### src/rtl/lsb_pkg.sv
`timescale 1ns / 1ps
// shared types and constants for the limit switch back-off supervisor
// no dependencies; imported by every module of the block
package lsb_pkg;

	// item kinds carried on the slave tuser
	typedef enum logic [1:0] {
		OP_TICK    = 2'd0,
		OP_CHECK   = 2'd1,
		OP_STOPPED = 2'd2
	} lsb_op_t;

	// supervisor states, one-hot
	typedef enum logic [6:0] {
		ST_IDLE     = 7'b0000001,
		ST_AT_MIN   = 7'b0000010,
		ST_AT_MAX   = 7'b0000100,
		ST_WAIT_MIN = 7'b0001000,
		ST_WAIT_MAX = 7'b0010000,
		ST_OFF_MIN  = 7'b0100000,
		ST_OFF_MAX  = 7'b1000000
	} lsb_state_t;

	// reported state codes
	localparam logic [2:0] CODE_IDLE     = 3'd0;
	localparam logic [2:0] CODE_AT_MIN   = 3'd1;
	localparam logic [2:0] CODE_AT_MAX   = 3'd2;
	localparam logic [2:0] CODE_WAIT_MIN = 3'd3;
	localparam logic [2:0] CODE_WAIT_MAX = 3'd4;
	localparam logic [2:0] CODE_OFF_MIN  = 3'd5;
	localparam logic [2:0] CODE_OFF_MAX  = 3'd6;

	// stop request codes
	localparam logic [1:0] STOP_NONE      = 2'd0;
	localparam logic [1:0] STOP_SLEW      = 2'd1;
	localparam logic [1:0] STOP_SLEW_TRK  = 2'd2;
	localparam logic [1:0] STOP_TRK       = 2'd3;

	// configuration register indexes
	localparam logic [1:0] REG_ACTIVE_LEVEL     = 2'd0;
	localparam logic [1:0] REG_AXIS_IS_RA       = 2'd1;
	localparam logic [1:0] REG_BACKOFF_DEGREES  = 2'd2;
	localparam logic [1:0] REG_STEPS_PER_DEGREE = 2'd3;

	localparam int unsigned CFG_DATA_W = 16;
	localparam int unsigned WORD_W     = 40;

	typedef struct packed {
		logic        active_level;
		logic        axis_is_ra;
		logic [7:0]  backoff_degrees;
		logic [15:0] steps_per_degree;
	} lsb_cfg_t;

	typedef struct packed {
		logic [1:0]         operation;
		logic               min_switch_level;
		logic               max_switch_level;
		logic signed [31:0] position;
		logic               slewing;
		logic               tracking;
	} lsb_item_t;

	typedef struct packed {
		logic [1:0]         stop_request;
		logic               move_valid;
		logic signed [31:0] move_distance;
		logic [2:0]         state_code;
	} lsb_result_t;

	function automatic logic [2:0] state_to_code(input lsb_state_t st);
		logic [2:0] code;
		case (st)
			ST_IDLE:     code = CODE_IDLE;
			ST_AT_MIN:   code = CODE_AT_MIN;
			ST_AT_MAX:   code = CODE_AT_MAX;
			ST_WAIT_MIN: code = CODE_WAIT_MIN;
			ST_WAIT_MAX: code = CODE_WAIT_MAX;
			ST_OFF_MIN:  code = CODE_OFF_MIN;
			ST_OFF_MAX:  code = CODE_OFF_MAX;
			default:     code = CODE_IDLE;
		endcase
		return code;
	endfunction

endpackage

### src/rtl/lsb_calc.sv
`timescale 1ns / 1ps
// back-off distance: overrun plus signed extra steps, saturated to 32 bits
// depends on lsb_pkg
module lsb_calc (
	input  logic signed [31:0] trigger_position,
	input  logic signed [31:0] position,
	input  lsb_pkg::lsb_cfg_t  cfg,
	output logic signed [31:0] distance
);
	import lsb_pkg::*;

	logic signed [32:0] over;
	logic [23:0]        extra;
	logic signed [33:0] over_w;
	logic signed [33:0] extra_w;
	logic signed [33:0] dist_w;

	always_comb begin
		over    = 33'(trigger_position) - 33'(position);
		extra   = 24'(cfg.backoff_degrees) * 24'(cfg.steps_per_degree);
		over_w  = 34'(over);
		extra_w = $signed({10'd0, extra});
		if (over > 33'sd0) begin
			dist_w = over_w + extra_w;
		end else if (over < 33'sd0) begin
			dist_w = over_w - extra_w;
		end else begin
			dist_w = '0;
		end
		// saturate to signed 32 bits
		if (dist_w > 34'sh0_7FFF_FFFF) begin
			distance = 32'sh7FFF_FFFF;
		end else if (dist_w < -34'sh0_8000_0000) begin
			distance = 32'sh8000_0000;
		end else begin
			distance = dist_w[31:0];
		end
	end

endmodule

### src/rtl/lsb_fsm.sv
`timescale 1ns / 1ps
// limit state machine and trigger position latch, one item per advance
// depends on lsb_pkg and lsb_calc
module lsb_fsm (
	input  logic                 clk,
	input  logic                 arst_n,
	input  logic                 advance,
	input  lsb_pkg::lsb_item_t   item,
	input  lsb_pkg::lsb_cfg_t    cfg,
	output lsb_pkg::lsb_result_t result
);
	import lsb_pkg::*;

	lsb_state_t         state_q, state_d;
	logic signed [31:0] trig_q, trig_d;
	logic signed [31:0] distance;
	logic               min_on, max_on;

	lsb_calc u_calc (
		.trigger_position (trig_q),
		.position         (item.position),
		.cfg              (cfg),
		.distance         (distance)
	);

	always_comb begin
		state_d = state_q;
		trig_d  = trig_q;
		min_on  = (item.min_switch_level == cfg.active_level);
		max_on  = (item.max_switch_level == cfg.active_level);
		result.stop_request  = STOP_NONE;
		result.move_valid    = 1'b0;
		result.move_distance = '0;
		case (item.operation)
			OP_TICK: begin
				case (state_q)
					ST_IDLE: begin
						// max switch wins when both are pressed
						if (max_on) begin
							state_d = ST_AT_MAX;
							trig_d  = item.position;
						end else if (min_on) begin
							state_d = ST_AT_MIN;
							trig_d  = item.position;
						end
					end
					ST_OFF_MIN: if (!min_on) state_d = ST_IDLE;
					ST_OFF_MAX: if (!max_on) state_d = ST_IDLE;
					default: ;
				endcase
			end
			OP_CHECK: begin
				if (state_q == ST_AT_MIN || state_q == ST_AT_MAX) begin
					if (item.slewing) begin
						if (state_q == ST_AT_MAX) begin
							result.stop_request = cfg.axis_is_ra ? STOP_SLEW_TRK : STOP_SLEW;
							state_d = ST_WAIT_MAX;
						end else begin
							result.stop_request = STOP_SLEW;
							state_d = ST_WAIT_MIN;
						end
					end else if (state_q == ST_AT_MAX && item.tracking) begin
						result.stop_request = STOP_TRK;
						state_d = ST_OFF_MAX;
					end else if (state_q == ST_AT_MIN) begin
						state_d = ST_OFF_MIN;
					end
				end
			end
			OP_STOPPED: begin
				if (state_q == ST_WAIT_MIN || state_q == ST_WAIT_MAX) begin
					result.move_valid    = 1'b1;
					result.move_distance = distance;
					state_d = (state_q == ST_WAIT_MIN) ? ST_OFF_MIN : ST_OFF_MAX;
				end
			end
			default: ;
		endcase
		result.state_code = state_to_code(state_d);
	end

	always_ff @(posedge clk or negedge arst_n) begin
		if (!arst_n) begin
			state_q <= ST_IDLE;
			trig_q  <= '0;
		end else if (advance) begin
			state_q <= state_d;
			trig_q  <= trig_d;
		end
	end

endmodule

### src/rtl/axis_limit_switch_backoff_top.sv
`timescale 1ns / 1ps
// top level of the limit switch back-off supervisor: ports, config, pipeline
// depends on lsb_pkg, lsb_fsm (which uses lsb_calc)
//
// usage
//  - slave stream takes one word per item: tick (sample switches and position),
//    check (motion flags) or stopped report (final position); kind on s_tuser
//  - master stream gives exactly one result word per item, in order
//  - config port: cfg_we with cfg_index 0 active_level, 1 axis_is_ra,
//    2 backoff_degrees, 3 steps_per_degree; write only while no item is in flight
//  - two register stages: input register then result register, so a result word
//    is offered on the master side from the result register
//  - one word per cycle while m_tready is high; state update, 8x16 multiply,
//    34-bit add and saturation sit in the single stage between the registers
//  - a stalled master (m_tready low) keeps its word; the input register still
//    fills, and s_tready drops only when both registers hold words
//  - reset (arst_n low) empties both stages, returns to idle with a zero
//    trigger position and loads the register defaults
module axis_limit_switch_backoff_top (
	input  logic        clk,
	input  logic        arst_n,
	// slave stream
	input  logic        s_tvalid,
	output logic        s_tready,
	// [0] min_switch_level, [1] max_switch_level, [33:2] position,
	// [34] slewing, [35] tracking, [39:36] zero
	input  logic [lsb_pkg::WORD_W-1:0] s_tdata,
	// [1:0] operation
	input  logic [1:0]  s_tuser,
	// master stream
	output logic        m_tvalid,
	input  logic        m_tready,
	// [1:0] stop_request, [2] move_valid, [34:3] move_distance,
	// [37:35] state_code, [39:38] zero
	output logic [lsb_pkg::WORD_W-1:0] m_tdata,
	// configuration write port
	input  logic        cfg_we,
	input  logic [1:0]  cfg_index,
	input  logic [lsb_pkg::CFG_DATA_W-1:0] cfg_wdata
);
	import lsb_pkg::*;

	lsb_cfg_t    cfg_q;
	lsb_item_t   item_s1;
	logic        valid_s1;
	lsb_result_t res_s2;
	lsb_result_t res_d;
	logic        valid_s2;
	logic        adv_s1;    // stage 1 word moves to the result register
	logic        take_in;   // slave word accepted

	// configuration registers
	always_ff @(posedge clk or negedge arst_n) begin
		if (!arst_n) begin
			cfg_q.active_level     <= 1'b0;
			cfg_q.axis_is_ra       <= 1'b1;
			cfg_q.backoff_degrees  <= 8'd2;
			cfg_q.steps_per_degree <= 16'd1000;
		end else if (cfg_we) begin
			case (cfg_index)
				REG_ACTIVE_LEVEL:     cfg_q.active_level     <= cfg_wdata[0];
				REG_AXIS_IS_RA:       cfg_q.axis_is_ra       <= cfg_wdata[0];
				REG_BACKOFF_DEGREES:  cfg_q.backoff_degrees  <= cfg_wdata[7:0];
				REG_STEPS_PER_DEGREE: cfg_q.steps_per_degree <= cfg_wdata[15:0];
				default: ;
			endcase
		end
	end

	// flow control: the result register frees when empty or taken this cycle
	assign adv_s1   = valid_s1 && (!valid_s2 || m_tready);
	assign s_tready = !valid_s1 || adv_s1;
	assign take_in  = s_tvalid && s_tready;

	// input register
	always_ff @(posedge clk or negedge arst_n) begin
		if (!arst_n) begin
			valid_s1 <= 1'b0;
		end else if (s_tready) begin
			valid_s1 <= s_tvalid;
		end
	end

	always_ff @(posedge clk) begin
		if (take_in) begin
			item_s1.operation        <= s_tuser;
			item_s1.min_switch_level <= s_tdata[0];
			item_s1.max_switch_level <= s_tdata[1];
			item_s1.position         <= s_tdata[33:2];
			item_s1.slewing          <= s_tdata[34];
			item_s1.tracking         <= s_tdata[35];
		end
	end

	// state machine commits its update only when the word moves on
	lsb_fsm u_fsm (
		.clk    (clk),
		.arst_n (arst_n),
		.advance(adv_s1),
		.item   (item_s1),
		.cfg    (cfg_q),
		.result (res_d)
	);

	// result register
	always_ff @(posedge clk or negedge arst_n) begin
		if (!arst_n) begin
			valid_s2 <= 1'b0;
		end else if (!valid_s2 || m_tready) begin
			valid_s2 <= valid_s1;
		end
	end

	always_ff @(posedge clk) begin
		if (adv_s1) begin
			res_s2 <= res_d;
		end
	end

	assign m_tvalid = valid_s2;
	assign m_tdata  = {2'b00, res_s2.state_code, res_s2.move_distance,
		res_s2.move_valid, res_s2.stop_request};

endmodule

### config.mk
export PLATFORM = sky130hd
export DESIGN_NAME = axis_limit_switch_backoff_top
export DESIGN_NICKNAME = d
export VERILOG_FILES = /design/src/rtl/lsb_pkg.sv /design/src/rtl/lsb_calc.sv /design/src/rtl/lsb_fsm.sv /design/src/rtl/axis_limit_switch_backoff_top.sv
export SDC_FILE = /design/constraint.sdc
export NUM_CORES = 1
export LEC_CHECK = 0
export BUFFER_PORTS_ARGS = -buffer_cell sky130_fd_sc_hd__buf_2
export CAP_MARGIN = 0
export CORE_ASPECT_RATIO = 0.8
export CORE_UTILIZATION = 40
export DETAILED_ROUTE_END_ITERATION = 10
export PLACE_DENSITY = 0.59
export SETUP_SLACK_MARGIN = 0.15
export SLEW_MARGIN = 20
export SYNTH_ARGS = -nofsm -noshare
export SYNTH_HDL_FRONTEND = slang
export SYNTH_SLANG_ARGS = --single-unit
### constraint.sdc
create_clock -name clk -period 13 [get_ports clk]
set_input_delay 1.3 -clock clk [delete_from_list [all_inputs] [get_ports clk]]
set_output_delay 1.3 -clock clk [all_outputs]
set_load 0.005 [all_outputs]
; ---- Word level (Yosys, flattened, before mapping)
; Index checks and enable logic that the tools add are counted.
[word_totals]
reg_bits = 143
in_bits = 65
output_inout_bits = 42
[op_classes]
add_sub_neg = 3
mul = 1
n_lt_le_gt_ge = 4
n_eq_ne = 20
mux = 25
bitwise = 2
reduce_logical = 20
[ops]
columns = op, n
row1 = two-way mux 32 bit, 4
row2 = two-way mux 7 bit, 10
row3 = two-way mux 34 bit, 2
row4 = case mux 7 bit (3 select lines), 2
row5 = adder 33 x 25 -> 34 bit, 1
row6 = > comparator 34 x 32 -> 1 bit (second input constant), 1
row7 = less-than comparator 34 x 32 -> 1 bit (second input constant), 1
row8 = subtractor 33 x 25 -> 34 bit, 1
row9 = > comparator 33 x 1 -> 1 bit (second input constant), 1
row10 = less-than comparator 33 x 1 -> 1 bit (second input constant), 1
row11 = two-way mux 33 bit, 1
row12 = subtractor 32 x 32 -> 33 bit, 1
row13 = multiplier 8 x 16 -> 24 bit, 1
row14 = case mux 3 bit (6 select lines), 1
row15 = equality test 7 x 2 -> 1 bit (second input constant), 2
row16 = equality test 7 x 3 -> 1 bit (second input constant), 2
row17 = equality test 7 x 4 -> 1 bit (second input constant), 2
row18 = equality test 7 x 5 -> 1 bit (second input constant), 2
row19 = equality test 7 x 6 -> 1 bit (second input constant), 2
row20 = equality test 7 bit (second input constant), 2
row21 = AND reduction 2 bit, 6
row22 = two-way mux 2 bit, 4
row23 = equality test 7 x 1 -> 1 bit (second input constant), 1
row24 = equality test 2 bit (second input constant), 3
row25 = other kinds (11), 21

; ---- Depth between registers and ports, before layout
; Gate-level depths: netlist (run 1).
[depth]
depth_word = 8
ltp_mapped = 34
mapped_depth_nobuf = 32

; ---- By module
; Synthesis (run 1) repeated with hierarchy kept, for this count alone.
[unflattened]
cells_unflattened = 1595
area_unflattened_um2 = 14747.9
[by_module_without_submodules]
columns = module, n_inst, cells_per_inst, area_per_inst_um2
row1 = lsb_calc, 1, 1226, 8956.1
row2 = axis_limit_switch_backoff_top, 1, 144, 3435.8
row3 = lsb_fsm, 1, 225, 2356.0

; ---- Least setup slack after synthesis (run 1)
; OpenSTA, ideal clock, no wires.
[synth_timing]
path_type = register to register
from = reg cfg_q[23] (netlist bit)
to = reg res_s2, in the netlist m_tdata[10] (data pin)
setup_ps = 266
t_arrival_ps = 7059
required_ps = 12734
path_slack_ps = 5675
stages_incl_launch_ff = 31
n_path_buf = 3
period_less_slack_ps = 7325
path_cell_list = dfrtp_1 clkbuf_1 nand2_1 fa_1 fa_1 inv_1 fa_1 inv_1 fa_1 inv_1 ha_1 a21oi_1 o21ai_0 a41oi_1 a2111o_1 a31oi_1 a21o_1 a21o_1 xor2_1 ha_1 clkbuf_1 nor2b_1 nor3b_1 inv_1 a211oi_1 o21bai_1 nor4b_1 nand3_1 o2111ai_2 buf_2 o31ai_1
[synth_between]
elab_chain_len = 7
word_cells_on_any_way = 9
[synth_lines]
columns = item, line
row1 = start: declaration, axis_limit_switch_backoff_top.sv:43  ; lsb_cfg_t cfg_q;
row2 = multiplier 8 x 16 -> 24 bit (*), lsb_calc.sv:20  ; extra = 24'(cfg.backoff_degrees) * 24'(cfg.steps_per_degree);
row3 = subtractor 33 x 25 -> 34 bit, lsb_calc.sv:26  ; dist_w = over_w - extra_w;
row4 = two-way mux 34 bit, lsb_calc.sv:25  ; end else if (over < 33'sd0) begin
row5 = two-way mux 34 bit (*), lsb_calc.sv:23  ; if (over > 33'sd0) begin
row6 = less-than comparator 34 x 32 -> 1 bit, lsb_calc.sv:33  ; end else if (dist_w < -34'sh0_8000_0000) begin
row7 = two-way mux 32 bit, lsb_calc.sv:33
row8 = two-way mux 32 bit (*), lsb_calc.sv:31  ; if (dist_w > 34'sh0_7FFF_FFFF) begin
row9 = end signal: assignment, axis_limit_switch_backoff_top.sv:116  ; res_s2 <= res_d;
row10 = end: declaration, axis_limit_switch_backoff_top.sv:46  ; lsb_result_t res_s2;
; Every way passes the cells marked *; elsewhere a longest branch is shown, timed or not.
; A chain may end at the register's enable or synchronous reset.

; ---- Worst setup path in the final report (run 1)
[layout_timing]
from = reg cfg_q[19] (netlist bit)
to = reg res_s2, in the netlist m_tdata[15] (data pin)
; The elaborated chain is that of the path after synthesis.

==> flow_metrics.env, run 1 <==
export IMPL_status="finished clean"
export IMPL_cts_repair_resized=0
export IMPL_synth_area_per_cell_um2=9.25
export IMPL_yosys_area_top_type="edfxtp_1"
export IMPL_rsz0062_at_grt="no"
export IMPL_worstMarginPinSlew_ns=0.990
export IMPL_cts_clk_slew_worst_paths_ns=0.07
export IMPL_use_met1=0.326
export IMPL_setup_viol=0
export IMPL_synthDistinctLibCells=88
export IMPL_finalMaxSlewViolations=0
export IMPL_vias=12000
export IMPL_tns_ns=0
export IMPL_grt_overflow=0
export IMPL_crit_cells=27
export IMPL_cp_top_family="compound AO/OA/AOI/OAI gates"
export IMPL_numClockSinks=143
export IMPL_cp_required_ns=13.19
export IMPL_fin_skew_ns=0.0125
export IMPL_post_cts_buffers=0
export IMPL_gp_congestion=0.882
export IMPL_drt_wl_total_mm=38.4
export IMPL_multi_input_area_mm2=0.00989
export IMPL_relSlewSlack=0.340
export IMPL_ioPinCount=107
export IMPL_hold_violations=0
export IMPL_synth_most_common_cell="inv_1"
export IMPL_crit_type="flop to flop"
export IMPL_setup_ws_ns=4.30
export IMPL_arrival_ns=8.89
export IMPL_nets=1959
export IMPL_area_growth_synth_to_final_pct=10.6
export IMPL_critPathMaxFanout=27
export IMPL_diodes=0
export IMPL_pre_cts_ws_ns=4.36
export IMPL_wl_per_cell_um=17.6
export IMPL_slowest_delay_ns=0.61
export IMPL_period_needed_ns=8.70
export IMPL_final_cell_area_mm2=0.0164
export IMPL_crit_top_cell="fa_1"
export IMPL_io_buffers=100
export IMPL_seqCellArea_mm2=0.00397
export IMPL_layout_drive_gt1_share=0.144
export IMPL_synth_common_cells="200 x inv_1, 124 x ha_1, 118 x and2_1"
export IMPL_die_area_mm2=0.0378
export IMPL_place_inst=2144
export IMPL_period_share=0.669
export IMPL_grt_busiest_layer="met1"
export IMPL_grt_pass1_vias=11700
export IMPL_dpl_hpwl_mm=30.3
export IMPL_worstReg2RegStart="cfg_q[19]$_DFFE_PN0P_"
export IMPL_grt_pass1_wl_mm=63.0
export IMPL_seq_area_frac_synth=0.268
export IMPL_cts_tree="done"
export IMPL_rr_worst_depth=27
export IMPL_instances_no_fill=2176
export IMPL_worst_path_buf_inv=3
export IMPL_grtUsageMet2=0.305
export IMPL_die_h_um=174
export IMPL_ys_ff_latch=143
export IMPL_synthFlopType="edfxtp_1"
export IMPL_ant_nets=0
export IMPL_cap_violations=0
export IMPL_die_w_um=217
export IMPL_core_area_mm2=0.0362
export IMPL_antenna_found_initial=0
export IMPL_synth_edff_count=76
export IMPL_use_met3=0.0369
export IMPL_hp_class="flop to flop"
export IMPL_placed_cell_area_mm2=0.0158
export IMPL_worstHoldStart="item_s1[12]$_DFFE_PP_"
export IMPL_drc_errors=0
export IMPL_cp_slowest_cell="dfrtp_1"
export IMPL_async_flop_share=0.469
export IMPL_groute_usage_overall=0.212
export IMPL_drtPass1Iterations=5
export IMPL_rows=62
export IMPL_end_kind="flop"
export IMPL_ctsLongestPathBuffers=2
export IMPL_clock_latency_ns=0.45
export IMPL_syn_area_mm2=0.0148
export IMPL_ys_warn_count=0
export IMPL_synth_top_cells_by_area="edfxtp_1 15%, fa_1 12%, ha_1 10%, dfrtp_1 9.8%, inv_1 5.1%"
export IMPL_ctsHoldBuffers=0
export IMPL_worstHoldEndpoint="u_fsm.trig_q[10]$_DFFE_PN0P_"
export IMPL_synth_top_area_share=0.154
export IMPL_netlist_instances=1603
export IMPL_start_kind="flop"
export IMPL_timing_fmax_ghz=0.115
export IMPL_htree_levels=4
export IMPL_via_per_inst=5.53
export IMPL_r2r_end="m_tdata[15]$_SDFFCE_PN0P_"
export IMPL_cts_buffers=17
export IMPL_min_path_cells=1
export IMPL_rrSetupSlack_ns=4.30
export IMPL_n_fill_cell=3454
export IMPL_first_iter_violations=912
export IMPL_start_util=0.409
export IMPL_clockRootBuffer="clkbuf_16"
export IMPL_grt_max_degree=68
[worst max-delay path by stage]
stage | startpoint | end | slack, ns
global route | cfg_q[20]$_DFFE_PN0P_ | m_tdata[15]$_SDFFCE_PN0P_ | 3.85
global placement | cfg_q[20]$_DFFE_PN0P_ | m_tdata[15]$_SDFFCE_PN0P_ | 4.41
finish | cfg_q[19]$_DFFE_PN0P_ | m_tdata[15]$_SDFFCE_PN0P_ | 4.30
floorplan | cfg_q[23]$_DFFE_PN0P_ | m_tdata[10]$_SDFFCE_PN0P_ | 5.68
CTS | cfg_q[20]$_DFFE_PN0P_ | m_tdata[15]$_SDFFCE_PN0P_ | 4.35
detailed placement | cfg_q[19]$_DFFE_PN0P_ | m_tdata[15]$_SDFFCE_PN0P_ | 4.36
[sequential cells by signal, summed over array words and instances, names as in the netlist]
register / cells
cfg_q: 26
item_s1: 38
m_tdata: 38
m_tvalid: 1
u_fsm.state_q: 7
u_fsm.trig_q: 32
valid_s1: 1
[cell type report]
cell class | instances | area share
clock buffers | 19 | 0.0270
clock inverters | 13 | 0.0108
inverters | 200 | 0.0458
multi-input cells | 1213 | 0.603
flip-flops and latches | 143 | 0.242
well taps | 480 | 0.0366
repair buffers | 108 | 0.0342
[kinds of logic (layout without fill, tap and decap cells)]
logic type	Yosys count	in the layout	share of synthesized area
AOI/OAI and AO/OA	408	408	0.188
xor gates and xnor gates	74	74	0.0442
adders and majority gates	211	211	0.222
buffers and inverters	248	340	0.0660
DFF	143	143	0.268
muxes	64	64	0.0483
other	1	2	0.000253
and+or+nand+nor	454	454	0.163
[layout by cell type (no fill, tap or decap), drive strengths merged, types with 47 or more instances in the layout]
cell type	synthesis	layout
edfxtp	76	76
xnor2	47	47
mux2	60	60
inv	200	204
o21ai	80	80
nor2	77	77
fa	87	87
nand2	102	102
dfrtp	58	58
and2	119	119
buf	15	108
ha	124	124
a21oi	105	105
[metal layers]
layer | part of all wire | vias up | routed length, µm
met5 | 0 | - | 0
li1 | - | 5807 | -
met2 | 0.42 | 293 | 16100
met3 | 0.054 | 36 | 2080
met1 | 0.51 | 5890 | 19700
met4 | 0.013 | 0 | 499
[metrics by stage]
| step | util | hold WS [ns] |
|---|---|---|
| CTS | 0.452 | 0.509 |
| finish | 0.452 | 0.506 |
| detailed placement | 0.435 | 0.488 |
| floorplan | - | 0.457 |
| global route | 0.452 | 0.527 |
| global placement | 0.435 | 0.479 |
Power of run 1 is not shown: default switching activity piles up to over one toggle a cycle in this logic, so the estimate is an artifact.
==> run 2, diff against run 1 <==
Settings changed: PLACE_DENSITY 0.59 to 0.61.
Clock period 13 ns to 7.2 ns, I/O delays scaled along.
==> run 2 against run 1 <==
Net effect:
- clock-buffer cell count grew 2
- final cell count up 7.5%
- utilization up 5.8 points
- flip-flop and latch count unchanged
- routed wire length grew 4.4%
- first-iteration DRC count is 23% lower
- via count grew 4.8%
- critical endpoint is now m_tdata[9]$_SDFFCE_PN0P_
- largest cell class unchanged
==> flow_metrics.env, run 2 (same netlist as run 1, synthesis figures left out) <==
export IMPL_wl_met2_mm=17.2
export IMPL_maxUsedRoutingLayer="met4"
export IMPL_rsz0062_at_grt="yes"
export IMPL_fin_skew_ns=0.0258
export IMPL_area_growth_synth_to_final_pct=24.8
export IMPL_start_util=0.409
export IMPL_diodes=0
export IMPL_drt_wl_total_mm=40.1
export IMPL_grt_overflow=0
export IMPL_setup_viol=0
export IMPL_timing_fmax_ghz=0.140
export IMPL_via_per_inst=5.39
export IMPL_slowest_delay_ns=0.51
export IMPL_crit_type="flop to flop"
export IMPL_status="finished clean"
export IMPL_nets=2123
export IMPL_arrival_ns=7.40
export IMPL_cts_clk_slew_worst_paths_ns=0.08
export IMPL_die_w_um=217
export IMPL_ctsHoldBuffers=0
export IMPL_start_kind="flop"
export IMPL_startpoint="cfg_q[18]$_DFFE_PN0P_"
export IMPL_hold_violations=0
export IMPL_crit_cells=30
export IMPL_clockRootBuffer="clkbuf_16"
export IMPL_dpl_hpwl_mm=31.8
export IMPL_rrSetupSlack_ns=0.07
export IMPL_route_met3_wl_mm=1.76
export IMPL_grt_max_degree=68
export IMPL_hp_class="primary input to flop"
export IMPL_wl_per_cell_um=17.1
export IMPL_finalMaxSlewViolations=0
export IMPL_hold_ws_ns=0.427
export IMPL_drtPass1Iterations=5
export IMPL_ioPinCount=107
export IMPL_worst_path_buf_inv=9
export IMPL_drc_errors=0
export IMPL_htree_levels=4
export IMPL_final_cell_mix="190 x inv_1, 147 x buf_4, 111 x ha_1, 106 x and2_1"
export IMPL_worstMarginPinSlew_ns=0.997
export IMPL_io_buffers=100
export IMPL_die_area_mm2=0.0378
export IMPL_period_needed_ns=7.13
export IMPL_crit_end="m_tdata[9]$_SDFFCE_PN0P_"
export IMPL_antenna_found_initial=0
export IMPL_critPathMaxFanout=8
export IMPL_gp_congestion=0.880
export IMPL_groute_usage_overall=0.215
export IMPL_relSlewSlack=0.336
export IMPL_first_iter_violations=698
export IMPL_cp_slowest_cell="fa_1"
export IMPL_cts_buffers=17
export IMPL_grt_pass1_vias=12100
export IMPL_vias=12600
export IMPL_n_fill_cell=3359
export IMPL_cp_top_family="adder cells"
export IMPL_die_h_um=174
export IMPL_wl_met1_mm=20.6
export IMPL_core_area_mm2=0.0362
export IMPL_rr_worst_depth=30
export IMPL_period_share=0.990
export IMPL_numClockSinks=143
export IMPL_layout_drive_gt1_share=0.282
export IMPL_end_kind="flop"
export IMPL_grt_pass1_wl_mm=64.3
export IMPL_worstReg2RegStart="cfg_q[18]$_DFFE_PN0P_"
export IMPL_ctsLongestPathBuffers=2
export IMPL_rows=62
export IMPL_cts_tree="done"
export IMPL_r2r_end="m_tdata[9]$_SDFFCE_PN0P_"
export IMPL_ant_nets=0
export IMPL_clock_latency_ns=0.46
export IMPL_cp_required_ns=7.47
export IMPL_cap_violations=0
export IMPL_final_common_cell="inv_1"
## run 2: per-layer routing
metal / global-route usage / vias up
li1: - / 6138
met2: 0.311 / 307
met1: 0.333 / 6125
met5: 0 / -
met3: 0.0308 / 32
met4: 0.0472 / 0
## run 2: area by class of cell
cell class	instances	area, µm²	area share
clock buffer	21	470	0.0254
multi-input combinational	1213	10600	0.575
sequential	143	3980	0.215
timing repair buffer	272	1950	0.105
tap	480	601	0.0325
inverter	200	751	0.0406
clock inverter	11	120	0.00650
## run 2: worst min-delay path by stage
stage                                      from                      endpoint  slack, ns  cells past startpoint
after floorplan                          arst_n          cfg_q[0]$_DFFE_PN0P_       0.42                      0
after CTS                           s_tdata[31]         item_s1[31]$_DFFE_PP_       0.40                      1
after global routing                s_tdata[31]         item_s1[31]$_DFFE_PP_       0.40                      1
after global placement     valid_s1$_DFFE_PN0N_          m_tvalid$_DFFE_PN0P_       0.47                      1
final                               s_tdata[33]         item_s1[33]$_DFFE_PP_       0.43                      1
after detailed placement  item_s1[13]$_DFFE_PP_  u_fsm.trig_q[11]$_DFFE_PN0P_       0.49                      1
## run 2: what timing repair did
| action | in CTS | in global routing |
|---|---|---|
| gates resized for setup | 114 | 64 |
| gates cloned | 3 | 1 |
| setup endpoints to repair | 31 | 31 |
| buffers inserted | 29 | 10 |
| pin swaps | 74 | 57 |
## run 2: stage by stage
stage / util / setup WS [ns] / instances / setup TNS [ns] / cell area [µm²]
finish: 0.510 / 0.0726 / 2340 / 0 / 18500
global route: 0.510 / -0.182 / 2340 / -4.45 / 18500
CTS: 0.500 / 0.150 / 2329 / 0 / 18100
detailed placement: 0.461 / -0.377 / 2265 / -9.12 / 16700
global placement: 0.461 / -0.345 / 2265 / -7.17 / 16700
floorplan: - / 0.181 / 1604 / 0 / 14800
## run 2: worst reg2reg max path, delay by kind of cell (launching register included)
family,cells,cell delay (ns)
AOI/OAI and AO/OA,9,1.73
xor gates and xnor gates,1,0.19
adders and majority gates,6,2.42
buffers and inverters,9,1.14
DFF,1,0.43
muxes,1,0.24
and+or+nand+nor,4,0.79
Power of run 2 is left out for the same reason.
